[src/design/msp_pkg.sv]
`default_nettype none
// ----------------------------------------------------------------------------
// msp_pkg
// Shared widths, limits, codes and types of the motor speed PID controller.
// ----------------------------------------------------------------------------
package msp_pkg;

    // field widths
    localparam int REF_W     = 24;
    localparam int COUNT_W   = 32;
    localparam int ELAPSED_W = 16;
    localparam int GAIN_W    = 24;
    localparam int SPEED_W   = 24;
    localparam int DRIVE_W   = 17;
    localparam int DUTY_W    = 8;
    localparam int CFG_IDX_W = 2;

    // internal widths
    localparam int ERR_W     = 25;
    localparam int SUM_W     = 12;
    localparam int SUM_RAW_W = 26;
    localparam int DIFF_W    = 26;
    localparam int MUL_A_W   = 33;
    localparam int MUL_B_W   = 26;
    localparam int PROD_W    = MUL_A_W + MUL_B_W;
    localparam int ACC_W     = 52;
    localparam int DIVD_W    = 42;
    localparam int QUO_W     = 24;
    localparam int CNT_W     = 5;
    localparam int CLAMP_W   = 25;
    localparam int FRAC_SH   = 8;

    // constants
    localparam int MS_PER_S      = 1000;
    localparam int SUM_LIMIT     = 2000;
    localparam int OUT_LIMIT_Q16 = 255 * 65536;
    localparam int ONE_Q16       = 65536;
    localparam int ROUND_ADD     = (1 << FRAC_SH) - 1;

    localparam logic signed [SPEED_W-1:0]   SPEED_MAX  = SPEED_W'(8388607);
    localparam logic signed [SPEED_W-1:0]   SPEED_MIN  = SPEED_W'(-8388608);
    localparam logic [QUO_W-1:0]            QUO_POS_MAX = QUO_W'(8388607);
    localparam logic [QUO_W-1:0]            QUO_NEG_MAX = QUO_W'(8388608);
    localparam logic signed [SUM_RAW_W-1:0] SUM_HI     = SUM_RAW_W'(SUM_LIMIT);
    localparam logic signed [SUM_RAW_W-1:0] SUM_LO     = SUM_RAW_W'(-SUM_LIMIT);
    localparam logic signed [ACC_W-1:0]     ACC_HI     = ACC_W'(OUT_LIMIT_Q16);
    localparam logic signed [ACC_W-1:0]     ACC_LO     = ACC_W'(-OUT_LIMIT_Q16);
    localparam logic signed [CLAMP_W-1:0]   CLAMP_ONE  = CLAMP_W'(ONE_Q16);
    localparam logic signed [CLAMP_W-1:0]   CLAMP_MONE = CLAMP_W'(-ONE_Q16);

    // configuration register indexes
    typedef enum logic [CFG_IDX_W-1:0] {
        CFG_PROP_GAIN  = 2'd0,
        CFG_INTEG_GAIN = 2'd1,
        CFG_DERIV_GAIN = 2'd2
    } cfg_index_t;

    // sequencer states
    typedef enum logic [3:0] {
        ST_IDLE,
        ST_SPD_MUL,
        ST_DIV_START,
        ST_DIV_WAIT,
        ST_ERR,
        ST_MUL_P,
        ST_MUL_I,
        ST_MUL_D,
        ST_ACC,
        ST_OUT
    } state_t;

    // control of the shared multiply-accumulate unit
    typedef struct packed {
        logic clear;
        logic mul_en;
        logic acc_en;
    } mac_ctrl_t;

endpackage
`default_nettype wire

[src/design/motor_speed_pid_controller.sv]
// The result waits on the speed divider, which takes 24 one-bit steps; with
// elapsed_ms of 0 the divider is skipped and the speed is taken as 0.
// A new request is taken only in idle, once the last one is handed over; the
// shared multiplier takes four products, the divider runs between them.
// A finished result waits in the output register while the next request runs.
// Reset (rst_n low, asynchronous) clears gains, last count, error and sum.
`default_nettype none
// ----------------------------------------------------------------------------
// motor_speed_pid_controller
// Speed from encoder count delta, PID law with clamped integral, output
// clamp and forward/reverse duty split, on a shared multiplier and divider.
// ----------------------------------------------------------------------------
module motor_speed_pid_controller (
    input  wire logic                                  clk,
    input  wire logic                                  rst_n,
    input  wire logic                                  cfg_valid,
    output logic                                       cfg_ready,
    input  wire logic        [msp_pkg::CFG_IDX_W-1:0]  cfg_index,
    input  wire logic        [msp_pkg::GAIN_W-1:0]     cfg_data,
    input  wire logic                                  in_valid,
    output logic                                       in_ready,
    input  wire logic signed [msp_pkg::REF_W-1:0]      reference,
    input  wire logic signed [msp_pkg::COUNT_W-1:0]    encoder_count,
    input  wire logic        [msp_pkg::ELAPSED_W-1:0]  elapsed_ms,
    output logic                                       out_valid,
    input  wire logic                                  out_ready,
    output logic signed      [msp_pkg::SPEED_W-1:0]    speed,
    output logic signed      [msp_pkg::DRIVE_W-1:0]    drive_value,
    output logic             [msp_pkg::DUTY_W-1:0]     forward_duty,
    output logic             [msp_pkg::DUTY_W-1:0]     reverse_duty
);

    localparam int CW = msp_pkg::CLAMP_W;

    msp_pkg::state_t state_reg;
    msp_pkg::state_t state_next;

    logic [msp_pkg::GAIN_W-1:0] prop_gain_reg;
    logic [msp_pkg::GAIN_W-1:0] prop_gain_next;
    logic [msp_pkg::GAIN_W-1:0] integ_gain_reg;
    logic [msp_pkg::GAIN_W-1:0] integ_gain_next;
    logic [msp_pkg::GAIN_W-1:0] deriv_gain_reg;
    logic [msp_pkg::GAIN_W-1:0] deriv_gain_next;

    logic [msp_pkg::COUNT_W-1:0]       last_count_reg;
    logic [msp_pkg::COUNT_W-1:0]       last_count_next;
    logic signed [msp_pkg::ERR_W-1:0]  last_error_reg;
    logic signed [msp_pkg::ERR_W-1:0]  last_error_next;
    logic signed [msp_pkg::SUM_W-1:0]  error_sum_reg;
    logic signed [msp_pkg::SUM_W-1:0]  error_sum_next;

    logic signed [msp_pkg::REF_W-1:0]   ref_reg;
    logic signed [msp_pkg::REF_W-1:0]   ref_next;
    logic [msp_pkg::ELAPSED_W-1:0]      elapsed_reg;
    logic [msp_pkg::ELAPSED_W-1:0]      elapsed_next;
    logic signed [msp_pkg::COUNT_W-1:0] delta_reg;
    logic signed [msp_pkg::COUNT_W-1:0] delta_next;
    logic signed [msp_pkg::SPEED_W-1:0] speed_reg;
    logic signed [msp_pkg::SPEED_W-1:0] speed_next;
    logic signed [msp_pkg::DIFF_W-1:0]  diff_reg;
    logic signed [msp_pkg::DIFF_W-1:0]  diff_next;

    logic                               out_valid_reg;
    logic                               out_valid_next;
    logic signed [msp_pkg::SPEED_W-1:0] out_speed_reg;
    logic signed [msp_pkg::SPEED_W-1:0] out_speed_next;
    logic signed [msp_pkg::DRIVE_W-1:0] out_drive_reg;
    logic signed [msp_pkg::DRIVE_W-1:0] out_drive_next;
    logic [msp_pkg::DUTY_W-1:0]         out_fwd_reg;
    logic [msp_pkg::DUTY_W-1:0]         out_fwd_next;
    logic [msp_pkg::DUTY_W-1:0]         out_rev_reg;
    logic [msp_pkg::DUTY_W-1:0]         out_rev_next;

    msp_pkg::mac_ctrl_t                  mac_ctrl;
    logic signed [msp_pkg::MUL_A_W-1:0]  mac_a;
    logic signed [msp_pkg::MUL_B_W-1:0]  mac_b;
    logic signed [msp_pkg::PROD_W-1:0]   mac_prod;
    logic signed [msp_pkg::ACC_W-1:0]    mac_acc;

    logic                                div_start;
    logic                                div_done;
    logic signed [msp_pkg::SPEED_W-1:0]  div_quo;

    logic signed [msp_pkg::ERR_W-1:0]     err_calc;
    logic signed [msp_pkg::SUM_RAW_W-1:0] sum_raw;
    logic signed [msp_pkg::SUM_W-1:0]     sum_clamp;
    logic signed [msp_pkg::ACC_W-1:0]     acc_clamp;
    logic signed [CW-1:0]                 out_q16;
    logic signed [CW-1:0]                 out_adj;
    logic signed [msp_pkg::DRIVE_W-1:0]   drive_calc;
    logic signed [msp_pkg::DRIVE_W-1:0]   drive_neg;
    logic                                 in_take;
    logic                                 out_free;

    // shared multiply-accumulate unit
    msp_mul_acc u_mul_acc (
        .clk  (clk),
        .ctrl (mac_ctrl),
        .op_a (mac_a),
        .op_b (mac_b),
        .prod (mac_prod),
        .acc  (mac_acc)
    );

    // speed divider
    msp_divider u_divider (
        .clk      (clk),
        .rst_n    (rst_n),
        .start    (div_start),
        .dividend (mac_prod[msp_pkg::DIVD_W-1:0]),
        .divisor  (elapsed_reg),
        .done     (div_done),
        .quotient (div_quo)
    );

    assign cfg_ready = 1'b1;
    assign in_ready  = (state_reg == msp_pkg::ST_IDLE);
    assign in_take   = in_valid && in_ready;
    assign out_free  = !out_valid_reg || out_ready;

    // error and clamped error sum
    always_comb
    begin
        if (ref_reg == '0)
        begin
            err_calc = '0;
        end
        else
        begin
            err_calc = msp_pkg::ERR_W'(ref_reg) - msp_pkg::ERR_W'(speed_reg);
        end
        sum_raw = msp_pkg::SUM_RAW_W'(error_sum_reg) + msp_pkg::SUM_RAW_W'(err_calc);
        if (ref_reg == '0)
        begin
            sum_clamp = '0;
        end
        else if (sum_raw > msp_pkg::SUM_HI)
        begin
            sum_clamp = msp_pkg::SUM_W'(msp_pkg::SUM_HI);
        end
        else if (sum_raw < msp_pkg::SUM_LO)
        begin
            sum_clamp = msp_pkg::SUM_W'(msp_pkg::SUM_LO);
        end
        else
        begin
            sum_clamp = msp_pkg::SUM_W'(sum_raw);
        end
    end

    // output clamp, truncation toward zero and negated drive
    always_comb
    begin
        if (mac_acc > msp_pkg::ACC_HI)
        begin
            acc_clamp = msp_pkg::ACC_HI;
        end
        else if (mac_acc < msp_pkg::ACC_LO)
        begin
            acc_clamp = msp_pkg::ACC_LO;
        end
        else
        begin
            acc_clamp = mac_acc;
        end
        out_q16    = $signed(acc_clamp[CW-1:0]);
        out_adj    = out_q16 + (out_q16[CW-1] ? CW'(msp_pkg::ROUND_ADD) : CW'(0));
        drive_calc = $signed(out_adj[CW-1:msp_pkg::FRAC_SH]);
        drive_neg  = -drive_calc;
    end

    // sequencer
    always_comb
    begin
        state_next      = state_reg;
        prop_gain_next  = prop_gain_reg;
        integ_gain_next = integ_gain_reg;
        deriv_gain_next = deriv_gain_reg;
        last_count_next = last_count_reg;
        last_error_next = last_error_reg;
        error_sum_next  = error_sum_reg;
        ref_next        = ref_reg;
        elapsed_next    = elapsed_reg;
        delta_next      = delta_reg;
        speed_next      = speed_reg;
        diff_next       = diff_reg;
        out_valid_next  = out_valid_reg && !out_ready;
        out_speed_next  = out_speed_reg;
        out_drive_next  = out_drive_reg;
        out_fwd_next    = out_fwd_reg;
        out_rev_next    = out_rev_reg;
        mac_ctrl        = '0;
        mac_a           = msp_pkg::MUL_A_W'(delta_reg);
        mac_b           = msp_pkg::MUL_B_W'(msp_pkg::MS_PER_S);
        div_start       = 1'b0;

        // gain writes
        if (cfg_valid)
        begin
            case (cfg_index)
                msp_pkg::CFG_PROP_GAIN:  prop_gain_next  = cfg_data;
                msp_pkg::CFG_INTEG_GAIN: integ_gain_next = cfg_data;
                msp_pkg::CFG_DERIV_GAIN: deriv_gain_next = cfg_data;
                default:                 ;
            endcase
        end

        case (state_reg)
            msp_pkg::ST_IDLE:
            begin
                if (in_take)
                begin
                    ref_next        = reference;
                    elapsed_next    = elapsed_ms;
                    delta_next      = $signed(encoder_count - last_count_reg);
                    last_count_next = encoder_count;
                    state_next      = msp_pkg::ST_SPD_MUL;
                end
            end
            msp_pkg::ST_SPD_MUL:
            begin
                // count delta times 1000
                mac_ctrl.mul_en = 1'b1;
                state_next      = msp_pkg::ST_DIV_START;
            end
            msp_pkg::ST_DIV_START:
            begin
                if (elapsed_reg == '0)
                begin
                    speed_next = '0;
                    state_next = msp_pkg::ST_ERR;
                end
                else
                begin
                    div_start  = 1'b1;
                    state_next = msp_pkg::ST_DIV_WAIT;
                end
            end
            msp_pkg::ST_DIV_WAIT:
            begin
                if (div_done)
                begin
                    speed_next = div_quo;
                    state_next = msp_pkg::ST_ERR;
                end
            end
            msp_pkg::ST_ERR:
            begin
                last_error_next = err_calc;
                error_sum_next  = sum_clamp;
                diff_next       = msp_pkg::DIFF_W'(err_calc) - msp_pkg::DIFF_W'(last_error_reg);
                mac_ctrl.clear  = 1'b1;
                state_next      = msp_pkg::ST_MUL_P;
            end
            msp_pkg::ST_MUL_P:
            begin
                mac_a           = $signed(msp_pkg::MUL_A_W'(prop_gain_reg));
                mac_b           = msp_pkg::MUL_B_W'(last_error_reg);
                mac_ctrl.mul_en = 1'b1;
                state_next      = msp_pkg::ST_MUL_I;
            end
            msp_pkg::ST_MUL_I:
            begin
                mac_a           = $signed(msp_pkg::MUL_A_W'(integ_gain_reg));
                mac_b           = msp_pkg::MUL_B_W'(error_sum_reg);
                mac_ctrl.mul_en = 1'b1;
                mac_ctrl.acc_en = 1'b1;
                state_next      = msp_pkg::ST_MUL_D;
            end
            msp_pkg::ST_MUL_D:
            begin
                mac_a           = $signed(msp_pkg::MUL_A_W'(deriv_gain_reg));
                mac_b           = diff_reg;
                mac_ctrl.mul_en = 1'b1;
                mac_ctrl.acc_en = 1'b1;
                state_next      = msp_pkg::ST_ACC;
            end
            msp_pkg::ST_ACC:
            begin
                mac_ctrl.acc_en = 1'b1;
                state_next      = msp_pkg::ST_OUT;
            end
            msp_pkg::ST_OUT:
            begin
                // hand the result over once the output register is free
                if (out_free)
                begin
                    out_valid_next = 1'b1;
                    out_speed_next = speed_reg;
                    out_drive_next = drive_calc;
                    out_fwd_next   = '0;
                    out_rev_next   = '0;
                    if (out_q16 > msp_pkg::CLAMP_ONE)
                    begin
                        out_fwd_next = drive_calc[msp_pkg::FRAC_SH +: msp_pkg::DUTY_W];
                    end
                    else if (out_q16 < msp_pkg::CLAMP_MONE)
                    begin
                        out_rev_next = drive_neg[msp_pkg::FRAC_SH +: msp_pkg::DUTY_W];
                    end
                    state_next = msp_pkg::ST_IDLE;
                end
            end
            default:
            begin
                state_next = msp_pkg::ST_IDLE;
            end
        endcase
    end

    // control and loop state
    always_ff @(posedge clk or negedge rst_n)
    begin
        if (!rst_n)
        begin
            state_reg      <= msp_pkg::ST_IDLE;
            prop_gain_reg  <= '0;
            integ_gain_reg <= '0;
            deriv_gain_reg <= '0;
            last_count_reg <= '0;
            last_error_reg <= '0;
            error_sum_reg  <= '0;
            out_valid_reg  <= 1'b0;
        end
        else
        begin
            state_reg      <= state_next;
            prop_gain_reg  <= prop_gain_next;
            integ_gain_reg <= integ_gain_next;
            deriv_gain_reg <= deriv_gain_next;
            last_count_reg <= last_count_next;
            last_error_reg <= last_error_next;
            error_sum_reg  <= error_sum_next;
            out_valid_reg  <= out_valid_next;
        end
    end

    // working and output payload
    always_ff @(posedge clk)
    begin
        ref_reg       <= ref_next;
        elapsed_reg   <= elapsed_next;
        delta_reg     <= delta_next;
        speed_reg     <= speed_next;
        diff_reg      <= diff_next;
        out_speed_reg <= out_speed_next;
        out_drive_reg <= out_drive_next;
        out_fwd_reg   <= out_fwd_next;
        out_rev_reg   <= out_rev_next;
    end

    assign out_valid    = out_valid_reg;
    assign speed        = out_speed_reg;
    assign drive_value  = out_drive_reg;
    assign forward_duty = out_fwd_reg;
    assign reverse_duty = out_rev_reg;

endmodule
`default_nettype wire

[src/design/msp_mul_acc.sv]
`default_nettype none
// ----------------------------------------------------------------------------
// msp_mul_acc
// Shared signed multiplier with a product register and an accumulator.
// ----------------------------------------------------------------------------
module msp_mul_acc (
    input  wire logic                                clk,
    input  wire msp_pkg::mac_ctrl_t                  ctrl,
    input  wire logic signed [msp_pkg::MUL_A_W-1:0]  op_a,
    input  wire logic signed [msp_pkg::MUL_B_W-1:0]  op_b,
    output logic signed      [msp_pkg::PROD_W-1:0]   prod,
    output logic signed      [msp_pkg::ACC_W-1:0]    acc
);

    logic signed [msp_pkg::PROD_W-1:0] prod_reg;
    logic signed [msp_pkg::PROD_W-1:0] prod_next;
    logic signed [msp_pkg::ACC_W-1:0]  acc_reg;
    logic signed [msp_pkg::ACC_W-1:0]  acc_next;

    // one multiply per cycle while mul_en is set, then accumulate the registered product when acc_en is set
    always_comb
    begin
        prod_next = prod_reg;
        acc_next  = acc_reg;
        if (ctrl.mul_en)
        begin
            prod_next = op_a * op_b;
        end
        if (ctrl.clear)
        begin
            acc_next = '0;
        end
        else if (ctrl.acc_en)
        begin
            acc_next = acc_reg + $signed(prod_reg[msp_pkg::ACC_W-1:0]);
        end
    end

    always_ff @(posedge clk)
    begin
        prod_reg <= prod_next;
        acc_reg  <= acc_next;
    end

    assign prod = prod_reg;
    assign acc  = acc_reg;

endmodule
`default_nettype wire

[src/design/msp_divider.sv]
`default_nettype none
// ----------------------------------------------------------------------------
// msp_divider
// Restoring divider, one quotient bit a cycle, signed result saturated
// to the speed width.
// ----------------------------------------------------------------------------
module msp_divider (
    input  wire logic                                 clk,
    input  wire logic                                 rst_n,
    input  wire logic                                 start,
    input  wire logic signed [msp_pkg::DIVD_W-1:0]    dividend,
    input  wire logic        [msp_pkg::ELAPSED_W-1:0] divisor,
    output logic                                      done,
    output logic signed      [msp_pkg::SPEED_W-1:0]   quotient
);

    localparam int DW = msp_pkg::ELAPSED_W;
    localparam int QW = msp_pkg::QUO_W;
    localparam int HI_W = msp_pkg::DIVD_W - QW;

    logic                busy_reg;
    logic                busy_next;
    logic                done_reg;
    logic                done_next;
    logic [msp_pkg::CNT_W-1:0] cnt_reg;
    logic [msp_pkg::CNT_W-1:0] cnt_next;
    logic                neg_reg;
    logic                neg_next;
    logic                ovf_reg;
    logic                ovf_next;
    logic [DW-1:0]       rem_reg;
    logic [DW-1:0]       rem_next;
    logic [QW-1:0]       quo_reg;
    logic [QW-1:0]       quo_next;
    logic [DW-1:0]       dsr_reg;
    logic [DW-1:0]       dsr_next;

    logic [msp_pkg::DIVD_W-1:0] mag;
    logic [DW:0]                trial;
    logic [DW:0]                trial_sub;
    logic                       trial_ge;

    // magnitude of the dividend
    assign mag = dividend[msp_pkg::DIVD_W-1] ? msp_pkg::DIVD_W'(-dividend)
                                             : msp_pkg::DIVD_W'(dividend);

    // one restoring step
    assign trial     = {rem_reg, quo_reg[QW-1]};
    assign trial_ge  = trial >= {1'b0, dsr_reg};
    assign trial_sub = trial - {1'b0, dsr_reg};

    always_comb
    begin
        busy_next = busy_reg;
        done_next = 1'b0;
        cnt_next  = cnt_reg;
        neg_next  = neg_reg;
        ovf_next  = ovf_reg;
        rem_next  = rem_reg;
        quo_next  = quo_reg;
        dsr_next  = dsr_reg;
        if (start)
        begin
            busy_next = 1'b1;
            cnt_next  = '0;
            neg_next  = dividend[msp_pkg::DIVD_W-1];
            // quotient of 2^24 or more saturates
            ovf_next  = mag[msp_pkg::DIVD_W-1:QW] >= HI_W'(divisor);
            rem_next  = mag[QW +: DW];
            quo_next  = mag[QW-1:0];
            dsr_next  = divisor;
        end
        else if (busy_reg)
        begin
            rem_next = trial_ge ? trial_sub[DW-1:0] : trial[DW-1:0];
            quo_next = {quo_reg[QW-2:0], trial_ge};
            cnt_next = cnt_reg + 1'b1;
            if (cnt_reg == msp_pkg::CNT_W'(QW - 1))
            begin
                busy_next = 1'b0;
                done_next = 1'b1;
            end
        end
    end

    // control flops
    always_ff @(posedge clk or negedge rst_n)
    begin
        if (!rst_n)
        begin
            busy_reg <= 1'b0;
            done_reg <= 1'b0;
            cnt_reg  <= '0;
        end
        else
        begin
            busy_reg <= busy_next;
            done_reg <= done_next;
            cnt_reg  <= cnt_next;
        end
    end

    // datapath flops
    always_ff @(posedge clk)
    begin
        neg_reg <= neg_next;
        ovf_reg <= ovf_next;
        rem_reg <= rem_next;
        quo_reg <= quo_next;
        dsr_reg <= dsr_next;
    end

    // sign and saturation of the result
    always_comb
    begin
        if (neg_reg)
        begin
            if (ovf_reg || quo_reg > msp_pkg::QUO_NEG_MAX)
            begin
                quotient = msp_pkg::SPEED_MIN;
            end
            else
            begin
                quotient = $signed(-quo_reg);
            end
        end
        else
        begin
            if (ovf_reg || quo_reg > msp_pkg::QUO_POS_MAX)
            begin
                quotient = msp_pkg::SPEED_MAX;
            end
            else
            begin
                quotient = $signed(quo_reg);
            end
        end
    end

    assign done = done_reg;

endmodule
`default_nettype wire

[config.mk]
export PLATFORM = sky130hd
export DESIGN_NAME = motor_speed_pid_controller
export DESIGN_NICKNAME = d
export VERILOG_FILES = /design/src/design/msp_pkg.sv /design/src/design/motor_speed_pid_controller.sv /design/src/design/msp_mul_acc.sv /design/src/design/msp_divider.sv
export SDC_FILE = /design/constraint.sdc
export NUM_CORES = 2
export LEC_CHECK = 0
export BUFFER_PORTS_ARGS = -buffer_cell sky130_fd_sc_hd__buf_2
export CAP_MARGIN = 30
export CORE_ASPECT_RATIO = 2
export CORE_UTILIZATION = 30
export DETAILED_ROUTE_END_ITERATION = 12
export MAX_ROUTING_LAYER = met4
export PLACE_DENSITY = 0.44
export SYNTH_ARGS = -nofsm -noshare
export SYNTH_HDL_FRONTEND = slang
export SYNTH_SLANG_ARGS = --single-unit
[constraint.sdc]
create_clock -name clk -period 11.22 [get_ports clk]
set_clock_uncertainty 0.05 [all_clocks]
set_input_delay 2.244 -clock clk [delete_from_list [all_inputs] [get_ports clk]]
set_output_delay 2.244 -clock clk [all_outputs]
set_load 0.02 [all_outputs]
# Yosys cells after proc, flatten, opt, wreduce, memory -nomap -nowiden
# Index checks and enable logic that the tools add are counted.
classes:
  n_mul: 1
  order_cmp: 10
  n_bitwise: 1
  reduce_logical: 23
  n_mux: 41
  eq_ne: 16
  add_sub_neg: 11
op_table:
  columns: ["op", "count"]
  rows:
  - ["$mux 24", 7]
  - ["$pmux 33 s3", 1]
  - ["$pmux 26 s3", 1]
  - ["$mux 25", 3]
  - ["$add 52x52->52", 1]
  - ["$gt 52x25->1 const B", 1]
  - ["$lt 52x25->1 const B", 1]
  - ["$mul 33x26->52", 1]
  - ["$mux 16", 3]
  - ["$pmux 24 s2", 1]
  - ["$mux 42", 1]
  - ["$neg 42->42", 1]
  - ["$pmux 4 s10", 1]
  - ["$mux 12", 3]
  - ["$sub 32x32->32", 1]
  - ["$add 12x25->26", 1]
  - ["$gt 26x12->1 const B", 1]
  - ["$lt 26x12->1 const B", 1]
  - ["$sub 25x25->26", 1]
  - ["$add 25x9->25", 1]
  - ["$gt 25x18->1 const B", 1]
  - ["$lt 25x17->1 const B", 1]
  - ["$sub 24x24->25", 1]
  - ["$gt 24x23->1 const B", 1]
  - ["other kinds (35)", 67]
word_totals:
  elab_cells: 130
  out_inout_bits: 60
  reg_bits: 494
  inputBits: 103

# Logic depth before layout (Yosys ltp)
depth:
  word_depth: 7
  ltp_mapped: 36
  mapped_depth_nobuf: 33

# Cells and area by module
# A second synthesis with hierarchy kept.
unflattened:
  cells_unflattened: 6501
  hier_area_um2: 61501.5
modules_own_cells:
  columns: ["mod", "seq_area_each_um2", "cells_each", "area_each_um2", "n_inst"]
  rows:
  - ["msp_mul_acc", 2812.7, 3931, 36397.4, 1]
  - ["motor_speed_pid_controller", 9028.7, 1928, 19527.5, 1]
  - ["msp_divider", 1916.8, 642, 5576.6, 1]

# Worst setup path before layout
# No wires, ideal clock.
synth_timing:
  kind: "register to register"
  from: "register state_reg[0]"
  to: "register u_mul_acc.prod_reg, in the netlist u_mul_acc.prod[51] (data pin)"
  slack_ps: 2606
  setup_ps: 260
  path_buffers: 4
  arrival_ps: 8304
  stages_incl_launch_ff: 33
  synth_period_minus_slack_ps: 8614
  required_ps: 10910
  path_cell_list: "dfrtp_1 buf_1 inv_1 nor2_1 clkbuf_1 clkbuf_1 nand2_1 a21oi_1 clkbuf_1 nand2_1 fa_1 inv_1 fa_1 inv_1 fa_1 fa_1 inv_1 fa_1 fa_1 inv_1 fa_1 inv_1 ha_1 a211oi_1 nand2_1 o41ai_1 a2111oi_0 o2111ai_1 a41oi_1 a221o_1 a221oi_1 o21bai_1 xnor2_1"
synth_via:
  elab_chain_cells: 3
  word_cells_on_any_way: 6
  cone_classes: "mul: 1; eq/ne: 3; mux: 2"
synth_lines:
  columns: ["element", "line", "rtl"]
  rows:
  - ["start: declaration", "motor_speed_pid_controller.sv:35", "msp_pkg::state_t state_reg;"]
  - ["start signal: assignment", "motor_speed_pid_controller.sv:316", "state_reg <= msp_pkg::ST_IDLE;"]
  - ["start signal: assignment", "motor_speed_pid_controller.sv:327", "state_reg <= state_next;"]
  - ["$eq 4x3->1", "motor_speed_pid_controller.sv:208", "case (state_reg)"]
  - ["$pmux 33 s3 / $pmux 26 s3 (equally long branches)", "motor_speed_pid_controller.sv:208", null]
  - ["$mul 33x26->52 *", "msp_mul_acc.sv:27", "prod_next = op_a * op_b;"]
  - ["end signal: assignment", "msp_mul_acc.sv:41", "prod_reg <= prod_next;"]
  - ["end: declaration", "msp_mul_acc.sv:15", "logic signed [msp_pkg::PROD_W-1:0] prod_reg;"]
# Every way passes the cells marked *; elsewhere a longest branch is shown, timed or not.
# A chain may end at the register's enable or synchronous reset.

# Worst setup path in the final report
# Same ends and word-level chain as after synthesis.

==> impl_metrics.tcl <==
set metrics [dict create \
    syn-cell-area_um2 55700 \
    reg2reg_slack_ns 1.08 \
    clock_latency_ns 0.69 \
    synth_cells 5943 \
    synth_top_area_frac 0.283 \
    synthSimpleGateAreaFrac 0.141 \
    grtUsageTotal 0.227 \
    yosysSeqAreaShare 0.243 \
    cts_setup_buffers 0 \
    ys_types 80 \
    die_w_um 307 \
    crit_type "reg2reg" \
    via_per_inst 4.91 \
    io-pin-count 163 \
    wirelength_um 203000 \
    synth_area_per_cell_um2 9.37 \
    yosys_warnings 0 \
    rows 223 \
    crit_end "u_mul_acc.prod[51]" \
    cts_resized 0 \
    layout.nets 7471 \
    finalHoldViolCount 0 \
    cts-root-buf "clkbuf_16" \
    synth_most_common_cell "inv_1" \
    worstPathMaxFanout 35 \
    finalCritPeriodShare 0.904 \
    grt_pass1_vias 47540 \
    setup_viol 0 \
    num_vias 43012 \
    max_freq_mhz 98.6 \
    arrival_ns 10.46 \
    tightestPinTransition_ns 1.08 \
    portBuffers 161 \
    synthFlopType "edfxtp_1" \
    final_max_slew_viol_count 0 \
    setup_tns_ns 0 \
    place.gp.congestion 0.947 \
    required_ns 11.55 \
    relSlewSlack 0.277 \
    grt_max_degree 92 \
    synth_mux_area_frac 0.0247 \
    antenna_found_initial 7 \
    cts_tree "built" \
    syn_to_final_growth_pct 12.3 \
    die_area_um2 188000 \
    clkTransAtPathRegs_ns 0.07 \
    synth-xor-area-share 0.0391 \
    cts_hold_buffers 0 \
    reg2reg_depth 27 \
    synth_compound_area_frac 0.108 \
    cap_violations 0 \
    synth_edf_count 289 \
    end_kind "flip-flop" \
    ys_top_cells_by_count "inv_1 (999), nand2_1 (822), fa_1 (788), nor2_1 (434), ha_1 (352)" \
    drtIter0Drc 2515 \
    grt_pass1_wl_um 303000 \
    start_kind "flip-flop" \
    antenna_left 0 \
    worstHoldPathType "reg2reg" \
    synthAdderAreaFrac 0.362 \
    h-tree-depth 2 \
    reg2reg_to "u_mul_acc.prod[51]" \
    cp-startpoint "state_reg[0]" \
    ys_ff_latch 494 \
    synth_area_leader_cell "fa_1" \
    rsz0062_at_grt "no" \
    layout_min_cycle_time_ns 10.14 \
    cts-buffers-inserted 54 \
    synth_top_family_by_area "adder cells" \
    cts_buffer_depth 3 \
    status "completed" \
    wl_per_cell_um 23.2 \
    synth_area_leaders "fa_1 (28%), edfxtp_1 (16%), ha_1 (7.9%), dfrtp_1 (6.9%), inv_1 (6.7%)" \
    grt-ovfl-total 0 \
    core_region_area_um2 184000 \
    drtPass1Iterations 5 \
    dieHeight_um 611 \
    drc 0 \
    r2r-start "state_reg[0]" \
    synthArstFlopShare 0.310 \
    hpwl_um 168000 \
    layout-drive-gt1-share 0.0870 \
    start_util 0.302 \
    numClockSinks 494 \
]
[placed cells by master (no fill, tap or decap), types with 27 or more instances in the layout]
master,netlist,routed
nor4_1,38,38
nand3_1,62,61
buf_4,2,113
mux2_2,109,109
inv_1,999,997
a211oi_1,58,58
dfxtp_1,52,52
o21bai_1,27,27
nand2_1,822,821
conb_1,2,148
nand2b_1,49,47
dfrtp_1,153,152
o21ai_0,267,266
and2_1,89,89
fa_1,788,788
a21oi_1,281,266
o21a_1,37,37
nand4_1,34,34
nor2b_1,36,35
nor3_1,85,84
ha_1,352,352
edfxtp_1,289,289
a21o_1,89,89
buf_2,2,160
xnor2_1,171,171
xor2_1,78,78
nor2_1,434,431
clkbuf_16,0,56
[critical path: stages, from the launching register on]
cell	delay (ns)
dfrtp_2	0.94
inv_1	0.24
nor2_2	0.16
buf_4	0.35
nand2_1	0.13
o21ai_0	0.31
and2_1	0.66
nand2_1	0.16
fa_1	0.53
fa_1	0.74
fa_1	0.49
fa_1	0.52
fa_1	0.55
fa_1	0.53
fa_1	0.83
inv_1	0.10
ha_1	0.44
nand3_1	0.13
nor2_1	0.18
nand2_1	0.15
a2111oi_0	0.31
buf_4	0.22
o2111ai_1	0.12
a41oi_1	0.32
a221o_1	0.29
a221oi_1	0.10
o21bai_1	0.16
xnor2_1	0.09
[per-layer routing]
layer	up-vias	track usage	wire [um]
met3	519	0.0203	5950
met4	0	0.163	17700
met1	21760	0.193	62500
li1	19734	-	-
met2	999	0.452	117000
met5	-	-	0
[worst min path at each step]
| stage | start | end | slack, ns | cells past startpoint |
|---|---|---|---|---|
| final | speed_reg[2] | speed[2] | 0.43 | 0 |
| after global routing | speed_reg[2] | speed[2] | 0.43 | 0 |
| after CTS | speed_reg[2] | speed[2] | 0.42 | 0 |
| after detailed placement | speed_reg[2] | speed[2] | 0.41 | 0 |
| after global placement | speed_reg[1] | speed[1] | 0.40 | 0 |
| after floorplan | speed_reg[10] | speed[10] | 0.38 | 0 |
[cells by family after synthesis]
| kind of cell | Yosys count |
|---|---|
| AO/OA/AOI/OAI | 967 |
| XOR/XNOR | 249 |
| adder cells (fa/ha/maj) | 1140 |
| buffers and inverters | 1197 |
| flip-flops | 494 |
| multiplexers | 124 |
| other | 2 |
| AND/OR/NAND/NOR | 1770 |
[cell type report]
type                    instances  area (um2)
multi-input cells            4398       38400
clock buffers                  72        1530
repair buffers                280        1790
well taps                    2475        3100
inverters                    1000        3760
diodes                          7        17.5
flip-flops and latches        494       13500
clock inverters                30         439
fillers                     19132      122000
[stage by stage]
| stage | util | hold WS, ns | setup slack, ns | std cells | area (um2) |
|---|---|---|---|---|---|
| 2_1_floorplan | - | 0.376 | 2.61 | 6089 | 56300 |
| 3_3_place_gp | 0.328 | 0.398 | 0.951 | 8640 | 60400 |
| 3_5_place_dp | 0.328 | 0.409 | 1.17 | 8644 | 60500 |
| 4_1_cts | 0.339 | 0.424 | 1.05 | 8746 | 62500 |
| 5_1_grt | 0.339 | 0.430 | 0.595 | 8754 | 62500 |
| 6_report | 0.339 | 0.425 | 1.08 | 8756 | 62500 |
Power is left out: the tool's default activity adds up to more than one toggle a clock period on the data nets, which glitch-free logic cannot reach.
